--- src/rtl/core/atmf_pkg.sv ---
package atmf_pkg;

    localparam int CFG_W         = 11;
    localparam int CNT_W         = 22;
    localparam int ROW_SLOT_BITS = 4;
    localparam int HEIGHT_MAX    = 1024;

    typedef struct packed {
        logic       mode;
        logic [7:0] pixel;
    } in_item_t;

    typedef struct packed {
        logic [7:0] filtered;
        logic       last_of_frame;
    } out_item_t;

    typedef enum logic [1:0] {
        REG_WIDTH  = 2'd0,
        REG_HEIGHT = 2'd1,
        REG_RADIUS = 2'd2,
        REG_TRIM   = 2'd3
    } cfg_index_t;

    // effective frame settings after clamping
    typedef struct packed {
        logic [10:0] width;
        logic [10:0] height;
        logic [1:0]  radius;
        logic [4:0]  trim;
    } frame_cfg_t;

    // one output pixel to be computed
    typedef struct packed {
        logic [10:0] x;
        logic [10:0] y;
        logic        last;
    } job_t;

    typedef struct packed {
        logic full;
        logic empty;
    } queue_status_t;

    typedef enum logic [2:0] {
        BK_IDLE,
        BK_SETUP,
        BK_GATHER,
        BK_SUM,
        BK_DIV,
        BK_DONE
    } back_state_t;

endpackage

--- src/rtl/core/atmf_queue.sv ---
module atmf_queue
    import atmf_pkg::*;
(
    input  logic          clk,
    input  logic          rst_n,
    input  logic          push,
    input  job_t          push_job,
    input  logic          pop,
    output job_t          head,
    output queue_status_t status
);

    job_t       entry_reg [2];
    logic       wr_ptr_reg;
    logic       wr_ptr_next;
    logic       rd_ptr_reg;
    logic       rd_ptr_next;
    logic [1:0] count_reg;
    logic [1:0] count_next;

    always_comb
    begin
        wr_ptr_next = wr_ptr_reg ^ push;
        rd_ptr_next = rd_ptr_reg ^ pop;
        count_next  = count_reg;
        if (push && !pop)
        begin
            count_next = count_reg + 2'd1;
        end
        else if (pop && !push)
        begin
            count_next = count_reg - 2'd1;
        end
    end

    always_ff @(posedge clk or negedge rst_n)
    begin
        if (!rst_n)
        begin
            wr_ptr_reg <= 1'b0;
            rd_ptr_reg <= 1'b0;
            count_reg  <= 2'd0;
        end
        else
        begin
            wr_ptr_reg <= wr_ptr_next;
            rd_ptr_reg <= rd_ptr_next;
            count_reg  <= count_next;
        end
    end

    always_ff @(posedge clk)
    begin
        if (push)
        begin
            entry_reg[wr_ptr_reg] <= push_job;
        end
    end

    assign head         = entry_reg[rd_ptr_reg];
    assign status.full  = (count_reg == 2'd2);
    assign status.empty = (count_reg == 2'd0);

endmodule

--- config.mk ---
export PLATFORM = sky130hd
export DESIGN_NAME = atmf_queue
export DESIGN_NICKNAME = d
export VERILOG_FILES = /design/src/rtl/core/atmf_pkg.sv /design/src/rtl/core/atmf_queue.sv
export SDC_FILE = /design/constraint.sdc
export NUM_CORES = 1
export LEC_CHECK = 0
export BUFFER_PORTS_ARGS = -buffer_cell sky130_fd_sc_hd__buf_4
export CORE_MARGIN = 3
export CORE_UTILIZATION = 55
export CTS_CLUSTER_SIZE = 28
export DETAILED_ROUTE_END_ITERATION = 10
export GPL_ROUTABILITY_DRIVEN = 0
export HOLD_SLACK_MARGIN = 0.08
export PLACE_DENSITY = 0.84
export SYNTH_ARGS = -nofsm -noshare
export SYNTH_HDL_FRONTEND = slang
export SYNTH_SLANG_ARGS = --single-unit
--- constraint.sdc ---
create_clock -name clk -period 2.48 [get_ports clk]
set_clock_uncertainty 0.15 [all_clocks]
set_input_delay 0.372 -clock clk [delete_from_list [all_inputs] [get_ports clk]]
set_output_delay 0.372 -clock clk [all_outputs]
set_load 0.03 [all_outputs]
# After elaboration in Yosys (flattened, before gate mapping)
# Memories as Yosys holds them, arrays and structs flattened.
# Cells that the tools add are included.
[totals]
ff_bits = 4
latch_bits = 0
mem_bits_rw = 46
rom_bits = 0
in_bits = 27
output_inout_bits = 25
memories = 1
[op_classes]
add_sub_neg = 2
n_mul = 0
div_mod_pow = 0
order_cmp = 0
n_eq_ne = 1
n_shift = 0
muxes = 4
bitwise_logic = 2
n_reduce_logical = 6
[memory_table]
columns = ["name", "depth", "width", "read_ports", "rd_ports_with_merged_regs", "wr", "line", "rtl"]
rows = [
  ["entry_reg", 2, 23, 1, 0, 1, "atmf_queue.sv:13", "job_t entry_reg [2];"],
]
[op_table]
columns = ["op", "n"]
rows = [
  ["two-way mux 2 bit", 2],
  ["adder 2 x 1 -> 2 bit, second input constant", 1],
  ["equality test 2 bit, second input constant", 1],
  ["logical AND 1 bit", 2],
  ["zero test 1 bit", 2],
  ["zero test 2 bit", 1],
  ["two-way mux 1 bit", 2],
  ["nonzero test 2 bit", 1],
  ["subtractor 2 x 1 -> 2 bit, second input constant", 1],
  ["bitwise XOR 1 bit", 2],
]

# Logic depth before layout (Yosys ltp)
# Gate-level depths: netlist of the first run.
[logic_depth]
word_depth = 4
depth_mapped = 5
ltp_nobuf = 5

# Worst setup path after synthesis of the first run
# Ideal clock, no wire load.
[synth_path]
kind = "flip-flop to flip-flop"
from = "register wr_ptr_reg"
to = "memory entry_reg[0][0] in the netlist's numbering, enable pin"
t_arrival_ps = 1034
required_ps = 1948
path_slack_ps = 914
stages_incl_launch_ff = 3
path_buffers = 0
synth_period_minus_slack_ps = 1566
cell_sequence = "dfrtp_1 -> inv_1 -> ha_1"
[synth_rtl]
columns = ["element", "line", "rtl"]
rows = [
  ["from (decl)", "atmf_queue.sv:14", "logic wr_ptr_reg;"],
  ["from (signal assigned)", "atmf_queue.sv:46", "wr_ptr_reg <= wr_ptr_next;"],
  ["to (decl)", "atmf_queue.sv:13", ""],
]
# Straight into the memory's write port.

==> impl_metrics.py, run 1 <==
metrics = {
    "timing": {
        "rsz0062_at_grt": "false",
        "fmax_ghz": 0.437,
        "setup_violations": 0,
        "min_period_ps": 2290,
        "hold_viol": 0,
        "final_max_slew_viol_count": 0,
        "fin_tns_setup_ps": 0,
        "period_share_pct": 92.3,
        "slew_headroom_pct": 64.0,
        "tightest_slew_ps": 540,
    },
    "clocking": {
        "cts_root_buf": "clkbuf_4",
        "clkSlewWorstSetupHoldPaths_ps": 130,
        "cts_max_level": 2,
        "cts_tree": "done",
        "cts_buffers": 5,
        "clk_latency_ps": 350,
        "max-clock-path-buffers": 2,
        "cts_num_sinks": 50,
    },
    "global_routing": {
        "grt_usage_pct": 17.8,
        "grt-ovfl-total": 0,
        "grt_pass1_wl_um": 5490,
        "antenna_found_initial": 0,
        "grt_pass1_vias": 1162,
        "grt_max_degree": 17,
    },
    "placed_design": {
        "dp.cells": 187,
        "dpl_cell_area_um2": 2400,
        "dp_hpwl_um": 2000,
        "port_buffers": 51,
    },
    "synthesis": {
        "synthTopCellsByArea": "edfxtp_1 (70%), mux2_4 (15%), dfrtp_1 (5.1%)",
        "synth_top_area_share_pct": 70.5,
        "synth_seq_area_share_pct": 75.6,
        "avgSynthCellArea_um2": 22.0,
        "ys_types": 12,
        "syn_nets": 119,
        "mappedNetlistArea_um2": 1960,
        "synth-seq-cells": 50,
        "netlist_instances": 89,
        "synth_area_leader_cell": "edfxtp_1",
        "yosysWarningCount": 0,
    },
    "run": {
        "drv_cap": 0,
    },
    "power": {
        "peakVddDrop_mv": 0.608,
        "p_per_area_nw_per_um2": 1110,
        "p_leak_nw": 1.14,
    },
    "detailed_routing": {
        "drcViolationCount": 0,
        "routed_wl_um": 3380,
        "vias_per_cell": 4.78,
        "wl_per_cell_um": 15.3,
        "first_pass_iters": 4,
        "antenna_left": 0,
        "vias": 1051,
        "drt_iter0_drc": 46,
    },
    "final_layout": {
        "num_antenna_cells": 0,
        "post-route-util_pct": 81.5,
        "final_nets": 203,
        "design_area_um2": 2760,
        "area_delta_synth_final_pct": 40.8,
        "largest_register_ff_count": 46,
        "drive_above_1_share_pct": 49.4,
        "ff_latch_area_um2": 1480,
        "multi_input_area_um2": 417,
        "nFillCells": 184,
        "fin_cells": 220,
    },
    "hold_path": {
        "hold_path_startpoint": "push",
        "hold_path_depth": 3,
        "hold_class": "in -> reg",
        "hold-path-endpoint": "wr_ptr_reg",
    },
    "worst_setup_path": {
        "crit_chain": "buf_4 > mux2_4 > buf_4",
        "path_delay_family": "flip-flops",
        "slowest_stage": "dfrtp_1",
        "crit_type": "reg -> out",
        "cp-start-kind": "register",
        "reg2reg_from": "wr_ptr_reg",
        "cp_data_required_time_ps": 1960,
        "reg2reg_depth": 3,
        "cp_num_buf_inv": 2,
        "r2r-end": "entry_reg[0][15]",
        "worstSetupEndpointType": "output port",
        "cpMostUsedCell": "buf_4",
        "crit_path_max_incr_delay_ps": 610,
        "crit_fanout": 10,
        "critPathArrivalTime_ps": 1770,
        "ff2ff_setup_slack_ps": 880,
    },
    "status": {
        "status": "complete, no violations",
    },
    "floorplan": {
        "ioPinCount": 52,
        "core-area_um2": 3390,
        "initial_core_util_pct": 57.8,
        "die_area_um2": 4320,
        "die_w_um": 65.7,
        "rows": 21,
        "die_h_um": 65.7,
    },
}
synth_stat cells (all sizes together):
library cell and n:
inv 3, ha 3, edfxtp 46, buf 3, nor2b 1, nor2 2, xnor2 1, dfrtp 4
mux2 23, xor2 3
layout by cell type (no fill, tap or decap), types with 2 or more instances in the layout:
cell type      synthesis  final
buf_12                 2      2
buf_4                  0     53
nor2_1                 2      2
mux2_4                19     19
mux2_2                 4      4
edfxtp_1              46     46
ha_1                   3      3
xor2_1                 3      3
dfrtp_1                4      4
dlygate4sd3_1          0     25
clkbuf_4               0      5
inv_1                  3      3
bufinv_16              0      2
routing by layer:
| metal | part of all wire [%] | track usage [%] | wire length (µm) |
|---|---|---|---|
| met1 | 39 | 20.7 | 1310 |
| met2 | 53 | 31.5 | 1790 |
| met3 | 6.3 | 5.47 | 213 |
| met4 | 1.8 | 5.18 | 61 |
| met5 | 0 | 0 | 0 |
metrics by stage:
stage	hold slack, ps	setup WS (ps)	power (mW)
floorplan	-73.6	914	2.14
global placement	19.9	617	2.46
detailed placement	21.9	580	2.48
CTS	132	157	3.07
global route	152	70.8	3.21
finish	168	191	3.07
worst max path at each step:
stage | startpoint | end | depth (start not counted)
final | rd_ptr_reg | head[18] | 3
after global routing | rd_ptr_reg | head[20] | 3
after CTS | rd_ptr_reg | head[20] | 3
after detailed placement | rd_ptr_reg | head[20] | 3
after global placement | rd_ptr_reg | head[18] | 3
after floorplan | wr_ptr_reg | entry_reg[0][0] | 2
cells by family (layout without fill, tap and decap cells):
| group | count (synthesis) | after routing | synth area share, % |
|---|---|---|---|
| flip-flops | 50 | 50 | 75.6 |
| multiplexers | 23 | 23 | 16.8 |
| buffers and inverters | 6 | 91 | 3.19 |
| XOR/XNOR | 4 | 4 | 1.79 |
| adder cells (fa/ha/maj) | 3 | 3 | 1.91 |
| AND/OR/NAND/NOR | 3 | 3 | 0.702 |
what timing repair did:
action                                  in CTS  in global routing
buffers inserted                             0                  0
endpoints found under the setup margin       0                  0
resized for setup                            0                  0
hold buffers                                25                  0
hold endpoints to repair                    51                  0
worst register-to-register path: stages, from the launching register on:
cell and delay, ps:
dfrtp_1 410, inv_1 70, ha_1 470, buf_12 220
report_power, final:
group / internal (mW) / total [mW] / switching, mW
clock: 0.315 / 0.564 / 0.249
combinational: 0.605 / 1.29 / 0.685
sequential: 1.12 / 1.21 / 0.0867
total: 2.05 / 3.07 / 1.02
final cells by class:
cell class | count | area share (%)
Clock buffer | 5 | 1.36
Clock inverter | 3 | 2.49
Inverter | 3 | 0.408
Multi-Input combinational cell | 33 | 15.1
Sequential cell | 50 | 53.6
Tap cell | 46 | 2.08
Timing Repair Buffer | 80 | 24.9
Note: power is estimated with default switching activity, not from simulation.
==> run 2: changes to the inputs <==
--- a/config.mk
+++ b/config.mk
@@ -7,12 +7,13 @@
 export LEC_CHECK = 0
 export BUFFER_PORTS_ARGS = -buffer_cell sky130_fd_sc_hd__buf_4
 export CORE_MARGIN = 3
-export CORE_UTILIZATION = 55
+export CORE_UTILIZATION = 51
 export CTS_CLUSTER_SIZE = 28
 export DETAILED_ROUTE_END_ITERATION = 10
 export GPL_ROUTABILITY_DRIVEN = 0
-export HOLD_SLACK_MARGIN = 0.08
-export PLACE_DENSITY = 0.84
+export HOLD_SLACK_MARGIN = 0.15
+export PLACE_DENSITY = 0.79
+export RECOVER_POWER = 100
 export SYNTH_ARGS = -nofsm -noshare
 export SYNTH_HDL_FRONTEND = slang
 export SYNTH_SLANG_ARGS = --single-unit
==> constraint.sdc (replaced) <==
create_clock -name clk -period 2.5 [get_ports clk]
set_clock_uncertainty 0.15 [all_clocks]
set_input_delay 0.375 -clock clk [delete_from_list [all_inputs] [get_ports clk]]
set_output_delay 0.375 -clock clk [all_outputs]
set_load 0.03 [all_outputs]
==> run 2 against run 1 <==
Wire length down 4.0%. Sequential power decreased by 3%. Design area down 4.9%. Die area rose by 7.1%. Combinational power down 16%. Via count increased by 1.2%. Hold slack better by 53 ps. Critical path depth stayed put.
==> impl_metrics.py, run 2 (synthesis gave the netlist of run 1 again) <==
metrics = {
    "timing": {
        "hold_viol": 0,
        "setup_ws_ps": 404,
        "rsz0062_at_grt": "false",
        "slew_headroom_pct": 24.4,
        "fmax_ghz": 0.477,
        "fin_tns_setup_ps": 0,
        "holdWs_ps": 221,
        "setup_violations": 0,
        "final_max_slew_viol_count": 0,
        "tightest_slew_ps": 1130,
        "period_share_pct": 83.8,
        "min_period_ps": 2100,
    },
    "clocking": {
        "cts_max_level": 2,
        "clkSlewWorstSetupHoldPaths_ps": 90,
        "max-clock-path-buffers": 2,
        "postCtsSetupBuffers": 0,
        "cts_num_sinks": 50,
        "ctsResizeCount": 0,
        "clk_latency_ps": 290,
        "cts_root_buf": "clkbuf_8",
        "cts_buffers": 5,
        "cts_hold_buf": 25,
        "cts_tree": "done",
    },
    "worst_setup_path": {
        "crit_path_max_incr_delay_ps": 390,
        "worstSetupEndpointType": "output port",
        "crit_chain": "clkbuf_2 > mux2_2 > clkbuf_1",
        "critPathArrivalTime_ps": 1570,
        "crit_type": "reg -> out",
        "crit_fanout": 14,
        "cp_data_required_time_ps": 1980,
        "cp-start-kind": "register",
        "slowest_stage": "mux2_2",
    },
    "detailed_routing": {
        "wl_per_cell_um": 14.7,
        "vias": 1064,
        "drt_iter0_drc": 16,
        "vias_per_cell": 4.84,
        "routed_wl_um": 3240,
        "antenna_left": 0,
        "first_pass_iters": 4,
        "drcViolationCount": 0,
    },
    "final_layout": {
        "ff_latch_area_um2": 1480,
        "largest_register_ff_count": 46,
        "final_nets": 203,
        "area_delta_synth_final_pct": 34.0,
        "nFillCells": 235,
        "drive_above_1_share_pct": 32.2,
        "num_antenna_cells": 0,
        "mostFrequentLayoutCell": "edfxtp_1",
        "multi_input_area_um2": 357,
        "final_cell_mix": "edfxtp_1 (46), dlygate4sd3_1 (25), clkbuf_4 (20), buf_4 (20), mux2_1 (16)",
    },
    "floorplan": {
        "core-area_um2": 3520,
        "die_h_um": 68.0,
        "ioPinCount": 52,
        "initial_core_util_pct": 55.7,
        "rows": 21,
        "die_w_um": 68.0,
        "die_area_um2": 4620,
    },
    "power": {
        "p_per_area_nw_per_um2": 1070,
        "p_leak_nw": 1.01,
        "peakVddDrop_mv": 0.622,
    },
    "global_routing": {
        "antenna_found_initial": 0,
        "grt_pass1_wl_um": 5070,
        "grt-ovfl-total": 0,
        "grt_usage_pct": 15.3,
        "grt_pass1_vias": 1122,
        "grt_max_degree": 21,
    },
    "placed_design": {
        "port_buffers": 51,
        "dp_hpwl_um": 2140,
        "dpl_worst_slack_ps": 752,
    },
    "run": {
        "drv_cap": 0,
    },
    "status": {
        "status": "complete, no violations",
    },
    "hold_path": {
        "hold_class": "in -> reg",
    },
}
run 2: worst paths after layout:
kind,from,to,slack (ps),cells past startpoint
worst max register to register,wr_ptr_reg,entry_reg[0][12],460,3
min in group asynchronous,rst_n,rd_ptr_reg,300,2
max in group asynchronous,rst_n,wr_ptr_reg,1700,2
worst min register to register,count_reg[1],count_reg[1],350,1
worst max-delay path,rd_ptr_reg,head[22],400,3
worst min-delay path,push,wr_ptr_reg,220,3
run 2: metrics by stage:
stage	total power, mW	utilization (%)	cells	instance area, µm²
floorplan	2.12	-	89	1960
global placement	2.41	67.6	187	2380
detailed placement	2.44	67.6	187	2380
CTS	3.02	77.8	220	2740
global route	2.94	74.6	220	2630
finish	2.80	74.6	220	2630
run 2: cell type report:
cell class,instances,area share (%)
tap,46,2.19
clock buffer,6,2.76
multi-input combinational,33,13.6
sequential,50,56.4
clock inverter,2,1.43
timing repair buffer,80,23.2
inverter,3,0.429
run 2: metal layers:
| metal | part of all wire [%] | global-route usage, % |
|---|---|---|
| met3 | 5.3 | 4.11 |
| met5 | 0 | 0 |
| met1 | 44 | 18.9 |
| met4 | 1.1 | 5.21 |
| met2 | 49 | 26.1 |
run 2: report_power, final:
group	switching, mW	total [mW]	internal [mW]	leakage, nW
Clock	0.244	0.543	0.298	0.0514
Combinational	0.666	1.08	0.416	0.483
Sequential	0.0546	1.17	1.12	0.478
run 2: critical path: cells and delay by family, from the launching register on:
| family | cells | cell delay [ps] |
|---|---|---|
| DFF | 1 | 350 |
| muxes | 1 | 390 |
| buffers and inverters | 2 | 540 |
==> run 3: changes to the inputs <==
--- a/config.mk
+++ b/config.mk
@@ -7,12 +7,12 @@
 export LEC_CHECK = 0
 export BUFFER_PORTS_ARGS = -buffer_cell sky130_fd_sc_hd__buf_4
 export CORE_MARGIN = 3
-export CORE_UTILIZATION = 51
+export CORE_UTILIZATION = 46
 export CTS_CLUSTER_SIZE = 28
 export DETAILED_ROUTE_END_ITERATION = 10
 export GPL_ROUTABILITY_DRIVEN = 0
 export HOLD_SLACK_MARGIN = 0.15
-export PLACE_DENSITY = 0.79
+export PLACE_DENSITY = 0.75
 export RECOVER_POWER = 100
 export SYNTH_ARGS = -nofsm -noshare
 export SYNTH_HDL_FRONTEND = slang
==> constraint.sdc (replaced) <==
create_clock -name clk -period 1.9 [get_ports clk]
set_clock_uncertainty 0.15 [all_clocks]
set_input_delay 0.285 -clock clk [delete_from_list [all_inputs] [get_ports clk]]
set_output_delay 0.285 -clock clk [all_outputs]
set_load 0.03 [all_outputs]
==> run 3 against run 2 <==
Design area increased by 3.0%. Die area increased by 9.9%. Cell count increased by 4.1%. Sequential share of layout area decreased by 1.6 points. Largest power group is now combinational logic.
==> impl_metrics.py, run 3 (synthesis gave the netlist of run 1 again) <==
metrics = {
    "status": {
        "status": "complete, no violations",
    },
    "detailed_routing": {
        "antenna_left": 0,
        "drt_iter0_drc": 40,
        "first_pass_iters": 3,
        "drcViolationCount": 0,
        "vias_per_cell": 4.65,
        "wl_per_cell_um": 14.0,
        "routed_wl_um": 3200,
        "vias": 1064,
    },
    "clocking": {
        "cts_max_level": 2,
        "cts_tree": "done",
        "cts_num_sinks": 50,
        "clkSlewWorstSetupHoldPaths_ps": 80,
        "cts_buffers": 5,
        "clk_latency_ps": 290,
        "max-clock-path-buffers": 2,
        "cts_root_buf": "clkbuf_8",
    },
    "global_routing": {
        "grt_usage_pct": 13.5,
        "grt_pass1_wl_um": 5140,
        "antenna_found_initial": 0,
        "grt-ovfl-total": 0,
        "grt_max_degree": 15,
        "grt_pass1_vias": 1098,
    },
    "worst_setup_path": {
        "cp_data_required_time_ps": 1460,
        "slowest_stage": "dfrtp_2",
        "cp_num_cells": 3,
        "crit_fanout": 8,
        "path_delay_family": "flip-flops",
        "startpoint": "rd_ptr_reg",
        "r2r-end": "entry_reg[1][17]",
        "critPathArrivalTime_ps": 1390,
        "worstSetupEndpointType": "output port",
        "crit_path_max_incr_delay_ps": 430,
        "cp_num_buf_inv": 2,
        "cpMostUsedCell": "buf_4",
        "reg2reg_depth": 2,
        "ff2ff_setup_slack_ps": 460,
        "reg2reg_from": "wr_ptr_reg",
        "crit_type": "reg -> out",
        "crit_chain": "buf_4 > mux2_4 > buf_4",
        "cp-start-kind": "register",
    },
    "floorplan": {
        "rows": 23,
        "ioPinCount": 52,
        "core-area_um2": 4060,
        "die_area_um2": 5080,
        "initial_core_util_pct": 48.3,
        "die_h_um": 71.3,
        "die_w_um": 71.3,
    },
    "timing": {
        "period_share_pct": 96.2,
        "tightest_slew_ps": 363,
        "slew_headroom_pct": 75.8,
        "final_max_slew_viol_count": 0,
        "fin_tns_setup_ps": 0,
        "holdWs_ps": 194,
        "setup_violations": 0,
        "min_period_ps": 1830,
        "rsz0062_at_grt": "false",
        "fmax_ghz": 0.547,
        "hold_viol": 0,
    },
    "final_layout": {
        "mostFrequentLayoutCell": "edfxtp_1",
        "drive_above_1_share_pct": 43.6,
        "largest_register_ff_count": 46,
        "final_cell_mix": "edfxtp_1 (46), dlygate4sd3_1 (26), clkbuf_4 (23)",
        "post-route-util_pct": 66.6,
        "num_antenna_cells": 0,
        "fin_cells": 229,
        "area_delta_synth_final_pct": 37.9,
        "design_area_um2": 2700,
        "final_nets": 208,
    },
    "placed_design": {
        "dp_hpwl_um": 2330,
        "port_buffers": 51,
        "dpl_cell_area_um2": 2410,
        "dp.cells": 194,
    },
    "run": {
        "drv_cap": 0,
    },
    "hold_path": {
        "hold_class": "in -> async",
    },
    "power": {
        "p_leak_nw": 1.10,
        "peakVddDrop_mv": 0.736,
        "p_per_area_nw_per_um2": 1380,
    },
}
run 3: cell types whose count changed in the layout (fill, tap and decap cells not counted), moves of 2 or more:
cell / delta
buf_4: +2
clkbuf_1: -4
clkbuf_2: +2
clkbuf_4: +3
mux2_1: -14
mux2_4: +14
run 3: layout make-up:
type / count / area [µm²]
sequential: 50 / 1480
fill: 302 / 1350
timing repair buffer: 85 / 657
multi-input combinational: 33 / 409
clock buffer: 6 / 72.6
tap: 50 / 62.6
inverter: 3 / 11.3
clock inverter: 2 / 8.76
run 3: metrics by stage:
stage	power [mW]	worst slack (ps)
floorplan	2.79	334
global placement	3.21	232
detailed placement	3.25	201
CTS	3.88	56.8
global route	3.93	6.93
finish	3.74	71.9
run 3: where the power goes:
group / internal [mW] / total, mW / switching [mW]
combinational: 0.729 / 1.62 / 0.895
sequential: 1.47 / 1.56 / 0.0844
clock: 0.253 / 0.558 / 0.305
total: 2.45 / 3.74 / 1.28
run 3: how the worst max path moves through the flow:
stage / end / slack, ps
2_1_floorplan: entry_reg[0][0] / 330
3_3_place_gp: head[8] / 230
3_5_place_dp: head[19] / 200
4_1_cts: head[9] / 60
5_1_grt: entry_reg[1][17] / 7
6_report: head[9] / 70
run 3: repair_timing:
action | CTS | global route
hold buffers | 26 | 0
hold endpoints to repair | 52 | 0
gates resized for setup | 1 | 0
setup buffers | 1 | 0
setup endpoints to repair | 20 | 0
run 3: metal layers:
| metal | vias up | global-route usage (%) | wire, µm |
|---|---|---|---|
| met4 | 0 | 3.13 | 32 |
| met1 | 501 | 16.0 | 1300 |
| met3 | 5 | 5.47 | 263 |
| met5 | - | 0 | 0 |
| li1 | 516 | - | - |
| met2 | 42 | 23.0 | 1600 |
