==> config.mk <==
export PLATFORM = sky130hd
export DESIGN_NAME = atmf_front
export DESIGN_NICKNAME = d
export VERILOG_FILES = /design/src/rtl/core/atmf_pkg.sv /design/src/rtl/core/atmf_front.sv
export SDC_FILE = /design/constraint.sdc
export NUM_CORES = 1
export LEC_CHECK = 0
export BUFFER_PORTS_ARGS = -buffer_cell sky130_fd_sc_hd__buf_2
export CORE_ASPECT_RATIO = 0.6
export CORE_MARGIN = 5
export CORE_UTILIZATION = 55
export DETAILED_ROUTE_END_ITERATION = 7
export PLACE_DENSITY = 0.79
export REMOVE_ABC_BUFFERS = 1
export SYNTH_ARGS = -nofsm -noshare
export SYNTH_HDL_FRONTEND = slang
export SYNTH_SLANG_ARGS = --single-unit
==> constraint.sdc <==
create_clock -name clk -period 11.17 [get_ports clk]
set_input_delay 2.7925 -clock clk [delete_from_list [all_inputs] [get_ports clk]]
set_output_delay 2.7925 -clock clk [all_outputs]
set_load 0.05 [all_outputs]
==> src/rtl/core/atmf_pkg.sv <==
package atmf_pkg;

    localparam int CFG_W         = 11;
    localparam int CNT_W         = 22;
    localparam int ROW_SLOT_BITS = 4;
    localparam int HEIGHT_MAX    = 1024;

    typedef struct packed {
        logic       mode;
        logic [7:0] pixel;
    } in_item_t;

    typedef struct packed {
        logic [7:0] filtered;
        logic       last_of_frame;
    } out_item_t;

    typedef enum logic [1:0] {
        REG_WIDTH  = 2'd0,
        REG_HEIGHT = 2'd1,
        REG_RADIUS = 2'd2,
        REG_TRIM   = 2'd3
    } cfg_index_t;

    // effective frame settings after clamping
    typedef struct packed {
        logic [10:0] width;
        logic [10:0] height;
        logic [1:0]  radius;
        logic [4:0]  trim;
    } frame_cfg_t;

    // one output pixel to be computed
    typedef struct packed {
        logic [10:0] x;
        logic [10:0] y;
        logic        last;
    } job_t;

    typedef struct packed {
        logic full;
        logic empty;
    } queue_status_t;

    typedef enum logic [2:0] {
        BK_IDLE,
        BK_SETUP,
        BK_GATHER,
        BK_SUM,
        BK_DIV,
        BK_DONE
    } back_state_t;

endpackage

==> src/rtl/core/atmf_front.sv <==
module atmf_front
    import atmf_pkg::*;
#(
    parameter int MAX_WIDTH = 1024
)
(
    input  logic                                    clk,
    input  logic                                    rst_n,
    input  logic                                    restart,
    input  frame_cfg_t                              cfg,
    input  logic                                    in_valid,
    output logic                                    in_ready,
    input  in_item_t                                in_data,
    input  queue_status_t                           q_status,
    input  logic                                    back_idle,
    output logic                                    push,
    output job_t                                    push_job,
    output logic                                    wr_en,
    output logic [ROW_SLOT_BITS+$clog2(MAX_WIDTH)-1:0] wr_addr,
    output logic [7:0]                              wr_data
);

    localparam int COL_BITS = $clog2(MAX_WIDTH);
    localparam int EXT_W    = 13;

    logic [CNT_W-1:0]    in_count_reg;
    logic [CNT_W-1:0]    in_count_next;
    logic [CNT_W-1:0]    out_count_reg;
    logic [CNT_W-1:0]    out_count_next;
    logic [COL_BITS-1:0] col_reg;
    logic [COL_BITS-1:0] col_next;
    logic [10:0]         row_reg;
    logic [10:0]         row_next;
    logic [10:0]         ox_reg;
    logic [10:0]         ox_next;
    logic [10:0]         oy_reg;
    logic [10:0]         oy_next;

    logic [CNT_W-1:0] total;
    logic [CNT_W-1:0] lat;
    logic [12:0]      rw;
    logic             input_phase;
    logic             frame_start;
    logic             accept;
    logic             is_pix;
    logic             emit;
    logic             drop;
    logic             last;
    logic [EXT_W-1:0] col_inc;
    logic [EXT_W-1:0] ox_inc;

    assign total = CNT_W'(cfg.width) * CNT_W'(cfg.height);
    assign rw    = (cfg.radius[0] ? 13'(cfg.width) : 13'd0)
                 + (cfg.radius[1] ? {1'b0, cfg.width, 1'b0} : 13'd0);
    assign lat   = CNT_W'(rw) + CNT_W'(cfg.radius);

    assign input_phase = (in_count_reg < total);
    assign frame_start = (in_count_reg == '0) && (out_count_reg == '0);
    // a new frame waits until the back end no longer reads the old rows
    assign in_ready    = !q_status.full && (!frame_start || (q_status.empty && back_idle));
    assign accept      = in_valid && in_ready;

    assign is_pix = input_phase && !in_data.mode;
    assign emit   = input_phase ? (is_pix && ((in_count_reg + 1'b1) > lat))
                                : (out_count_reg < total);
    assign drop   = !input_phase && !(out_count_reg < total);
    assign last   = ((out_count_reg + 1'b1) == total);

    assign col_inc = EXT_W'(col_reg) + 13'd1;
    assign ox_inc  = EXT_W'(ox_reg) + 13'd1;

    assign wr_en   = accept && is_pix;
    assign wr_addr = {row_reg[ROW_SLOT_BITS-1:0], col_reg};
    assign wr_data = in_data.pixel;

    assign push          = accept && emit;
    assign push_job.x    = ox_reg;
    assign push_job.y    = oy_reg;
    assign push_job.last = last;

    always_comb
    begin
        in_count_next  = in_count_reg;
        out_count_next = out_count_reg;
        col_next       = col_reg;
        row_next       = row_reg;
        ox_next        = ox_reg;
        oy_next        = oy_reg;
        if (accept)
        begin
            if (is_pix)
            begin
                in_count_next = in_count_reg + 1'b1;
                if (col_inc >= EXT_W'(cfg.width))
                begin
                    col_next = '0;
                    row_next = row_reg + 11'd1;
                end
                else
                begin
                    col_next = col_inc[COL_BITS-1:0];
                end
            end
            if (emit)
            begin
                out_count_next = out_count_reg + 1'b1;
                if (ox_inc >= EXT_W'(cfg.width))
                begin
                    ox_next = '0;
                    oy_next = oy_reg + 11'd1;
                end
                else
                begin
                    ox_next = ox_inc[10:0];
                end
            end
            if ((emit && last) || drop)
            begin
                in_count_next  = '0;
                out_count_next = '0;
                col_next       = '0;
                row_next       = '0;
                ox_next        = '0;
                oy_next        = '0;
            end
        end
        if (restart)
        begin
            in_count_next  = '0;
            out_count_next = '0;
            col_next       = '0;
            row_next       = '0;
            ox_next        = '0;
            oy_next        = '0;
        end
    end

    always_ff @(posedge clk or negedge rst_n)
    begin
        if (!rst_n)
        begin
            in_count_reg  <= '0;
            out_count_reg <= '0;
            col_reg       <= '0;
            row_reg       <= '0;
            ox_reg        <= '0;
            oy_reg        <= '0;
        end
        else
        begin
            in_count_reg  <= in_count_next;
            out_count_reg <= out_count_next;
            col_reg       <= col_next;
            row_reg       <= row_next;
            ox_reg        <= ox_next;
            oy_reg        <= oy_next;
        end
    end

endmodule

# After elaboration in Yosys (flattened, before gate mapping)
# Index checks and enable logic that the tools add are counted.
dict set report totals {
  reg_bits 87
  input_bits 45
  output_inout_bits 48
  wordCells 80
}
dict set report classes {
  add_sub_neg 8
  mul 1
  n_lt_le_gt_ge 5
  n_eq_ne 1
  muxes 31
  n_reduce_logical 28
}
# cell count
set op_table {}
lappend op_table {{2-to-1 mux 11 bit} 16}
lappend op_table {{2-to-1 mux 22 bit} 8}
lappend op_table {{2-to-1 mux 10 bit} 5}
lappend op_table {{adder 22 x 1 -> 22 bit, second input constant} 2}
lappend op_table {{logical NOT 22 bit} 2}
lappend op_table {{less-than comparator 22 bit} 2}
lappend op_table {{adder 11 x 1 -> 11 bit, second input constant} 2}
lappend op_table {{equality test 22 bit} 1}
lappend op_table {{greater-than comparator 22 x 14 -> 1 bit} 1}
lappend op_table {{multiplier 11 x 11 -> 22 bit} 1}
lappend op_table {{adder 13 x 2 -> 14 bit} 1}
lappend op_table {{adder 11 x 12 -> 13 bit} 1}
lappend op_table {{adder 11 x 1 -> 12 bit, second input constant} 1}
lappend op_table {{>= comparator 12 x 11 -> 1 bit} 1}
lappend op_table {{2-to-1 mux 12 bit} 1}
lappend op_table {{nonzero test 3 bit} 4}
lappend op_table {{adder 10 x 1 -> 11 bit, second input constant} 1}
lappend op_table {{>= comparator 11 bit} 1}
lappend op_table {{logical AND 1 bit} 10}
lappend op_table {{AND reduction 3 bit} 2}
lappend op_table {{logical NOT 1 bit} 5}
lappend op_table {{AND reduction 2 bit} 2}
lappend op_table {{logical OR 1 bit} 2}
lappend op_table {{nonzero test 2 bit} 1}
lappend op_table {{2-to-1 mux 1 bit} 1}

# Depth between registers and ports, before layout
# Gate-level depths: netlist of the first run.
dict set report depth {
  ltp_word 11
  depth_mapped 33
  ltp_nobuf 30
}

# Least setup slack after synthesis of the first run
# Ideal clock, no wire load.
dict set report synth_timing {
  kind {input to output}
  start {input port cfg[18] (netlist bit)}
  end {output port push}
  arrival_time_ps 9405
  required_ps 8377
  slack_ps -1028
  cell_stages 26
  cell_sequence {buf_1 nand2_1 fa_1 fa_1 inv_1 fa_1 fa_1 inv_1 fa_1 inv_1 ha_1 a21oi_1 o211ai_4 a21o_1 a21oi_2 xor2_1 ha_1 nand4_1 a211oi_1 o41ai_1 a311oi_1 a211o_1 o2111ai_1 nand3_4 o21ai_1 a21oi_1}
}
dict set report synth_via {
  elab_chain_cells 7
}
# item line
set synth_rtl {}
lappend synth_rtl {{from (decl)} atmf_front.sv:10} ;# input frame_cfg_t cfg,
lappend synth_rtl {{2-to-1 mux 11 bit or 2-to-1 mux 12 bit (tied branches)} {atmf_front.sv:53, atmf_front.sv:54}}
lappend synth_rtl {{adder 11 x 12 -> 13 bit} atmf_front.sv:54} ;# + (cfg.radius[1] ? {1'b0, cfg.width, 1'b0} : 13'd0);
lappend synth_rtl {{adder 13 x 2 -> 14 bit} atmf_front.sv:55} ;# assign lat = CNT_W'(rw) + CNT_W'(cfg.radius);
lappend synth_rtl {{greater-than comparator 22 x 14 -> 1 bit} atmf_front.sv:64} ;# assign emit = input_phase ? (is_pix && ((in_count_reg + 1'b1) > lat))
lappend synth_rtl {{logical AND 1 bit} atmf_front.sv:64}
lappend synth_rtl {{2-to-1 mux 1 bit (*)} atmf_front.sv:64}
lappend synth_rtl {{logical AND 1 bit (*)} atmf_front.sv:76} ;# assign push = accept && emit;
lappend synth_rtl {{to (decl)} atmf_front.sv:16} ;# output logic push,
# Every way passes the cells marked *; elsewhere a longest branch is shown, timed or not.

# Worst setup path after layout of the first run
dict set report layout_timing {
  start {input port cfg[21] (netlist bit)}
  end {output port push}
}
# The elaborated chain is that of the path after synthesis.

==> results.txt, run 1 <==
----------------------------------------------------
[Synthesis]
  Cell area after technology mapping ... 0.0119 mm2
  Most used flip-flop cell after synthesis ... sky130_fd_sc_hd__dfrtp_1
  Asr flop ratio synth ... 100%
  Register bit count reported by yosys ... 80
  Number of enable-type register cells in the synthesized netlist ... 0
  Sequential cell area fraction in the yosys report ... 16.8%
  Mean area per synthesized cell ... 8.53 um2
  Synthesized instance count ... 1400
  Yosys warnings ... 0
  Yosys cell types ... slightly below 90

[STA]
  Clock period minus worst slack ... 11.62 ns
  Ratio of final minimum period to clock period ... 104%
  Peak Freq ... between 80 and 90 MHz
  Setup clock skew after layout ... between 0.009 and 0.01 ns
  Max Slew Vio Count ... 0
  Unrepaired setup endpoints after global routing ... true
  Number of failing setup endpoints in the final timing report ... 3
  Slew at the pin with the worst max-slew slack ... ~0.95 ns
  Slew HR ... 36.1%
  Post-route setup slack ... -0.448 ns
  Hold Violations, Final ... 0

[Cells and area]
  Cell Count, Final, Fillers Out ... between 1500 and 2000
  Antenna diode count ... 0
  Synthesis-to-layout area growth ... 24.3%
  Most common cell after layout, fill and taps aside ... sky130_fd_sc_hd__buf_4
  Fraction of final layout cells sized beyond drive strength 1 ... 25.4%
  Total non-filler cell area in the finished layout ... 0.0149 mm2
  Commonest cells after routing, fill and taps aside ... 151 x sky130_fd_sc_hd__buf_4, 139 x sky130_fd_sc_hd__inv_1, 138 x sky130_fd_sc_hd__ha_1, 133 x sky130_fd_sc_hd__nand2_1, 96 x sky130_fd_sc_hd__and2_1
  Nets ... 1865

[Routing]
  Detailed router's first-iteration violation count ... roughly 1000
  Post-detailed-routing wire length ... 36.1 mm
  First drt pass iteration count ... 7
  Routed wirelength normalized by instance count ... 19.3 um
  Remaining number of nets flagged by the antenna check after routing ... 0
  Detailed-route DRC error count ... 0
  Number of vias in the routed layout ... around 11000
  Routed via count divided by cell count ... 6.06

[Outcome]
  Outcome ... complete, but fails checks
  Failing checks ... setup timing

[Place]
  Placed inst area ... between 0.01 and 0.015 mm2
  Placed insts ... 1800
  Global placer's final weighted congestion ... 0.946
  Number of buffers inserted by port buffering ... 71
  Detail Placement HPWL ... 26.2 mm

[Global route]
  Overall Global Routing Usage ... between 20% and 30%
  Final global-route overflow total ... 0
  Antenna violations before repair ... 0
  Pin count of the biggest net entering global routing ... 74
  Vias in the first global route ... between 10000 and 15000
  Wire length of the first global-routing pass ... 57.4 mm

[CTS]
  Clock insertion delay at the later pin of the skew report ... 0.35 ns
  Clock transition at path regs ... ~0.060 ns
  Clk sink count ... 80
  Library cell used as clock root buffer ... sky130_fd_sc_hd__clkbuf_16
  CTS H-tree lvls ... 3
  Clock buffer count from CTS ... 9
  Number of buffers on the longest clock path ... 2
  Clock tree from TritonCTS ... built

[Die]
  Area of the die ... 0.0249 mm2
  # IOs ... 93
  Number of placement rows ... roughly 40
  Effective utilization at floorplan ... 56.4%
  Floorplan die height ... approximately 120 um
  Core area ... 0.0212 mm2
  X dimension of the die ... approximately 200 um

[Pwr]
  Power density normalized to cell area ... a little under 300 mW/mm2
  Leakage power ... 7.32 nW
  Max VDD drop ... between 0.2 and 0.25 mV

[Critical path]
  Type of element launching the critical path ... primary input
  Critical path peak fanout ... 5
  Most common cell on crit path ... sky130_fd_sc_hd__fa_1
  Classification of the worst setup path ... in -> out
  Required time worst endpoint ... 8.38 ns
  Arrival time at the worst endpoint ... roughly 8.8 ns
  Slowest stage cell, crit path ... sky130_fd_sc_hd__fa_1
  CP endpoint kind ... output port
  CP peak stage delay ... approximately 0.55 ns

[Run]
  Number of maximum-capacitance violations ... 0

[Hold path]
  Class of the tightest hold or removal check ... reg -> reg

----------------------------------------------------
==> layout make-up <==
type                       count  area (um2)
tap                          279         349
timing repair buffer         238        1870
clock buffer                  10         239
sequential                    80        2000
fill                        1529        6340
clock inverter                 6        65.1
inverter                     152         573
multi-input combinational   1101        9750
==> worst paths after layout <==
| check | startpoint | endpoint | slack (ns) | depth (start not counted) |
|---|---|---|---|---|
| max in group asynchronous | rst_n | in_count_reg[1] | 7.76 | 2 |
| worst max register to register | in_count_reg[0] | ox_reg[2] | 4.86 | 32 |
| worst min-delay path | oy_reg[10] | oy_reg[10] | 0.52 | 1 |
| worst min register to register | oy_reg[10] | oy_reg[10] | 0.52 | 1 |
| min in group asynchronous | rst_n | out_count_reg[16] | 2.26 | 1 |
| worst max-delay path | cfg[21] | push | -0.45 | 29 |
==> timing repair <==
| item | 4_1_cts | 5_1_grt |
|---|---|---|
| buffers inserted | 43 | 9 |
| hold buffers | 0 | 0 |
| pin swaps | 73 | 49 |
| resized for setup | 151 | 69 |
| setup endpoints to repair | 3 | 18 |
| gates cloned | 0 | 1 |
==> cell families (layout without fill, tap and decap cells) <==
group	Yosys count	in the layout	synth area share, %
mux	4	4	0.346
buf+inv	220	406	7.66
fa+ha+maj	241	241	30.4
compound gates	294	294	17.0
xor+xnor	94	94	7.30
flops	80	80	16.8
simple gates	467	468	20.6
==> layer usage <==
layer | vias to the layer above | share of wire, % | track usage (%) | routed length [um]
met3 | 88 | 9.1 | 6.25 | 3280
met1 | 5516 | 44 | 39.7 | 15700
met5 | - | 0 | 0 | 0
met2 | 526 | 45 | 45.1 | 16300
li1 | 5172 | - | - | -
met4 | 0 | 2.1 | 6.92 | 764
==> report_power, final <==
| group | internal [mW] | switching, mW | total, mW |
|---|---|---|---|
| combinational | 1.78 | 1.88 | 3.66 |
| sequential | 0.302 | 0.0277 | 0.330 |
| clock | 0.180 | 0.128 | 0.308 |
==> critical path: cells and delay by family <==
family	cells	cell delay (ns)
simple gates	6	0.67
compound gates	8	1.42
xor+xnor	1	0.11
fa+ha+maj	7	3.04
buf+inv	7	0.77
==> stage by stage <==
step | util [%] | total power, mW | hold slack (ns) | TNS [ns] | setup slack, ns
CTS | 68.3 | 3.82 | 0.519 | -0.666 | -0.339
finish | 70.1 | 4.30 | 0.517 | -0.872 | -0.448
floorplan | - | 1.93 | 0.518 | -1.40 | -0.776
global route | 70.1 | 4.57 | 0.543 | -3.18 | -0.705
detailed placement | 62.3 | 2.97 | 0.512 | -2.51 | -0.968
global placement | 62.3 | 2.89 | 0.500 | -2.19 | -0.795
==> synthesized netlist by cell type, drive strengths merged, types with 3 or more instances <==
cell type	number	area, um2
or2	8	50.1
a211o	4	35.0
nand3	43	233
inv	152	571
nand4	19	125
mux2i	3	30.0
and2	101	632
o31ai	8	78.8
nor4b	4	41.3
or3	11	68.8
o211ai	10	98.8
a32o	3	30.0
a21oi	74	378
maj3	3	32.5
fa	82	1640
and3	21	131
nor3	13	65.1
xnor3	3	67.6
a211oi	10	85.1
a2111oi	6	90.1
nand2b	14	87.6
o41ai	6	60.1
xor2	36	315
o21bai	5	37.5
xnor2	55	489
a31oi	27	184
buf	31	205
a22o	16	140
nor2b	11	68.8
nor4	17	128
a41oi	5	51.3
o21ai	77	397
ha	156	1950
nor2	51	201
dfrtp	80	2000
clkbuf	37	139
nand2	146	551
o21a	5	37.5
a21o	22	166
Note: power is estimated with default switching activity, not from simulation.
==> run 2, diff against run 1 <==
CORE_MARGIN = 8   (was 5)
==> results.txt, run 2 (same netlist as run 1, synthesis figures left out) <==
----------------------------------------------------
[Routing]
  Detailed router's first-iteration violation count ... 1034 (-0.39%)
  Routed via count divided by cell count ... 6.06 (about the same)
  Post-detailed-routing wire length ... 36.6 mm (+1.6%)
  Detailed-route DRC error count ... 0 (unchanged)
  Routed wirelength normalized by instance count ... 19.7 um (+1.7%)
  Number of vias in the routed layout ... 11300 (-0.17%)
  Remaining number of nets flagged by the antenna check after routing ... 0 (unchanged)
  First drt pass iteration count ... 5 (-2)

[Cells and area]
  Synthesis-to-layout area growth ... 24.8%
  Commonest cells after routing, fill and taps aside ... 146 x sky130_fd_sc_hd__buf_4, 134 x sky130_fd_sc_hd__ha_1, 129 x sky130_fd_sc_hd__inv_1, 127 x sky130_fd_sc_hd__nand2_1, 94 x sky130_fd_sc_hd__and2_1
  Antenna diode count ... 0 (unchanged)
  Fraction of final layout cells sized beyond drive strength 1 ... 26.7% (+1.3 points)
  Total non-filler cell area in the finished layout ... 0.0149 mm2 (+0.35%)
  Nets ... 1862 (-0.16%)
  Most common cell after layout, fill and taps aside ... sky130_fd_sc_hd__buf_4

[Die]
  Core area ... 0.0211 mm2 (-0.24%)
  Number of placement rows ... 41 (unchanged)
  # IOs ... 93 (unchanged)
  Effective utilization at floorplan ... 56.5% (+0.14 points)
  Area of the die ... 0.0268 mm2 (+8.0%)
  X dimension of the die ... 206 um (+3.0%)
  Floorplan die height ... 130 um (+4.8%)

[Pwr]
  Max VDD drop ... 0.278 mV (+22%)
  Leakage power ... 7.30 nW (-0.27%)
  Power density normalized to cell area ... 299 mW/mm2 (+3.4%)

[Critical path]
  CP peak stage delay ... 0.54 ns (about the same)
  Arrival time at the worst endpoint ... 8.95 ns (+0.12 ns)
  Classification of the worst setup path ... in -> out
  Critical path peak fanout ... 5 (unchanged)
  Slowest stage cell, crit path ... sky130_fd_sc_hd__fa_2
  Required time worst endpoint ... 8.38 ns (about the same)
  Type of element launching the critical path ... primary input
  CP endpoint kind ... output port
  FF-to-FF path depth ... 16 (-50%)
  Most common cell on crit path ... sky130_fd_sc_hd__fa_1

[Outcome]
  Failing checks ... setup timing
  Outcome ... complete, but fails checks

[Hold path]
  Class of the tightest hold or removal check ... reg -> reg
  Number of instances on the worst hold path ... 1 (unchanged)

[Global route]
  Wire length of the first global-routing pass ... 56.0 mm (-2.4%)
  Overall Global Routing Usage ... 25.8% (-2.5 points)
  Final global-route overflow total ... 0 (unchanged)
  Pin count of the biggest net entering global routing ... 68 (-8.1%)
  Antenna violations before repair ... 1 (+1)
  Vias in the first global route ... 11100 (-2.5%)

[Place]
  Placed inst area ... 0.0132 mm2 (+0.23%)
  Global placer's final weighted congestion ... 0.909 (-3.9%)
  Detail Placement HPWL ... 26.3 mm (+0.35%)
  Number of buffers inserted by port buffering ... 71 (unchanged)

[STA]
  Unrepaired setup endpoints after global routing ... true
  Slew HR ... 39.4% (+3.4 points)
  Clock period minus worst slack ... 11.74 ns (+0.124 ns)
  Max Slew Vio Count ... 0 (unchanged)
  Summed negative setup slack over all endpoints ... -0.921 ns (-0.0484 ns)
  Hold Violations, Final ... 0 (unchanged)
  Peak Freq ... 85.2 MHz (-1.1%)
  Slew at the pin with the worst max-slew slack ... 0.908 ns (-0.0404 ns)
  Ratio of final minimum period to clock period ... 105% (+1.1 points)
  Post-route setup slack ... -0.572 ns (-0.124 ns)
  Setup clock skew after layout ... 0.0112 ns (+0.00142 ns)
  Number of failing setup endpoints in the final timing report ... 3 (unchanged)

[CTS]
  Number of buffers on the longest clock path ... 2 (unchanged)
  Clk sink count ... 80 (unchanged)
  CTS H-tree lvls ... 3 (unchanged)
  Library cell used as clock root buffer ... sky130_fd_sc_hd__clkbuf_16
  Hold bufs inserted after CTS ... 0 (unchanged)
  Clock buffer count from CTS ... 9 (unchanged)
  Clock insertion delay at the later pin of the skew report ... 0.35 ns (about the same)
  Clock transition at path regs ... 0.06 ns (about the same)
  Clock tree from TritonCTS ... built

[Run]
  Number of maximum-capacitance violations ... 0 (unchanged)

----------------------------------------------------
## run 2: changes by cell type in the layout (fill, tap and decap cells not counted), moves of 5 or more
cell,before,now
sky130_fd_sc_hd__inv_1,139,129
sky130_fd_sc_hd__nand2_2,11,16
sky130_fd_sc_hd__inv_2,12,22
sky130_fd_sc_hd__buf_6,20,25
sky130_fd_sc_hd__buf_4,151,146
sky130_fd_sc_hd__nand2_1,133,127
## run 2: timing repair
item,in CTS,in global routing
hold endpoints to repair,0,0
pin swaps,86,72
buffers inserted,24,20
resized for setup,152,97
setup endpoints to repair,3,3
## run 2: per-layer routing
metal  GRT usage (%)  share of wire (%)
met4            6.53                2.3
met5               0                  0
met2            40.0                 46
met1            35.1                 43
met3            7.38                9.5
## run 2: worst paths after layout
| kind | slack [ns] | end | startpoint |
|---|---|---|---|
| worst max-delay path | -0.57 | push | cfg[22] |
| worst min-delay path | 0.53 | oy_reg[10] | oy_reg[10] |
| worst max register to register | 6.34 | out_count_reg[11] | in_count_reg[0] |
| worst min register to register | 0.53 | oy_reg[10] | oy_reg[10] |
| max in group asynchronous | 7.74 | oy_reg[2] | rst_n |
| min in group asynchronous | 2.28 | out_count_reg[9] | rst_n |
## run 2: cell type report
class                      instances  area, um2
clock buffer                      13        260
clock inverter                     3       25.0
inverter                         152        573
sequential                        80       2000
timing repair buffer             236       1880
tap                              279        349
fill                            1522       6230
multi-input combinational       1100       9820
## run 2: worst max-delay path, delay by kind of cell
kind,cells,cell delay [ns]
AO/OA/AOI/OAI,9,1.83
adder cells (fa/ha/maj),7,2.76
buffers and inverters,9,0.87
XOR/XNOR,1,0.16
AND/OR/NAND/NOR,4,0.54
## run 2: per-stage QoR
stage | worst slack, ns | util [%] | std cells | power, mW | hold WS [ns]
final | -0.572 | 70.5 | 1863 | 4.46 | 0.529
after global placement | -0.689 | 62.6 | 1804 | 2.91 | 0.505
after CTS | -0.297 | 67.7 | 1844 | 3.83 | 0.528
after floorplan | -0.776 | - | 1332 | 1.93 | 0.518
after global routing | -0.651 | 70.5 | 1863 | 4.74 | 0.568
after detailed placement | -0.862 | 62.6 | 1804 | 2.99 | 0.518
## run 2: report_power, final
group          internal (mW)  switching, mW
clock                  0.164          0.127
combinational           1.89           1.96
sequential             0.302         0.0259
total                   2.35           2.11
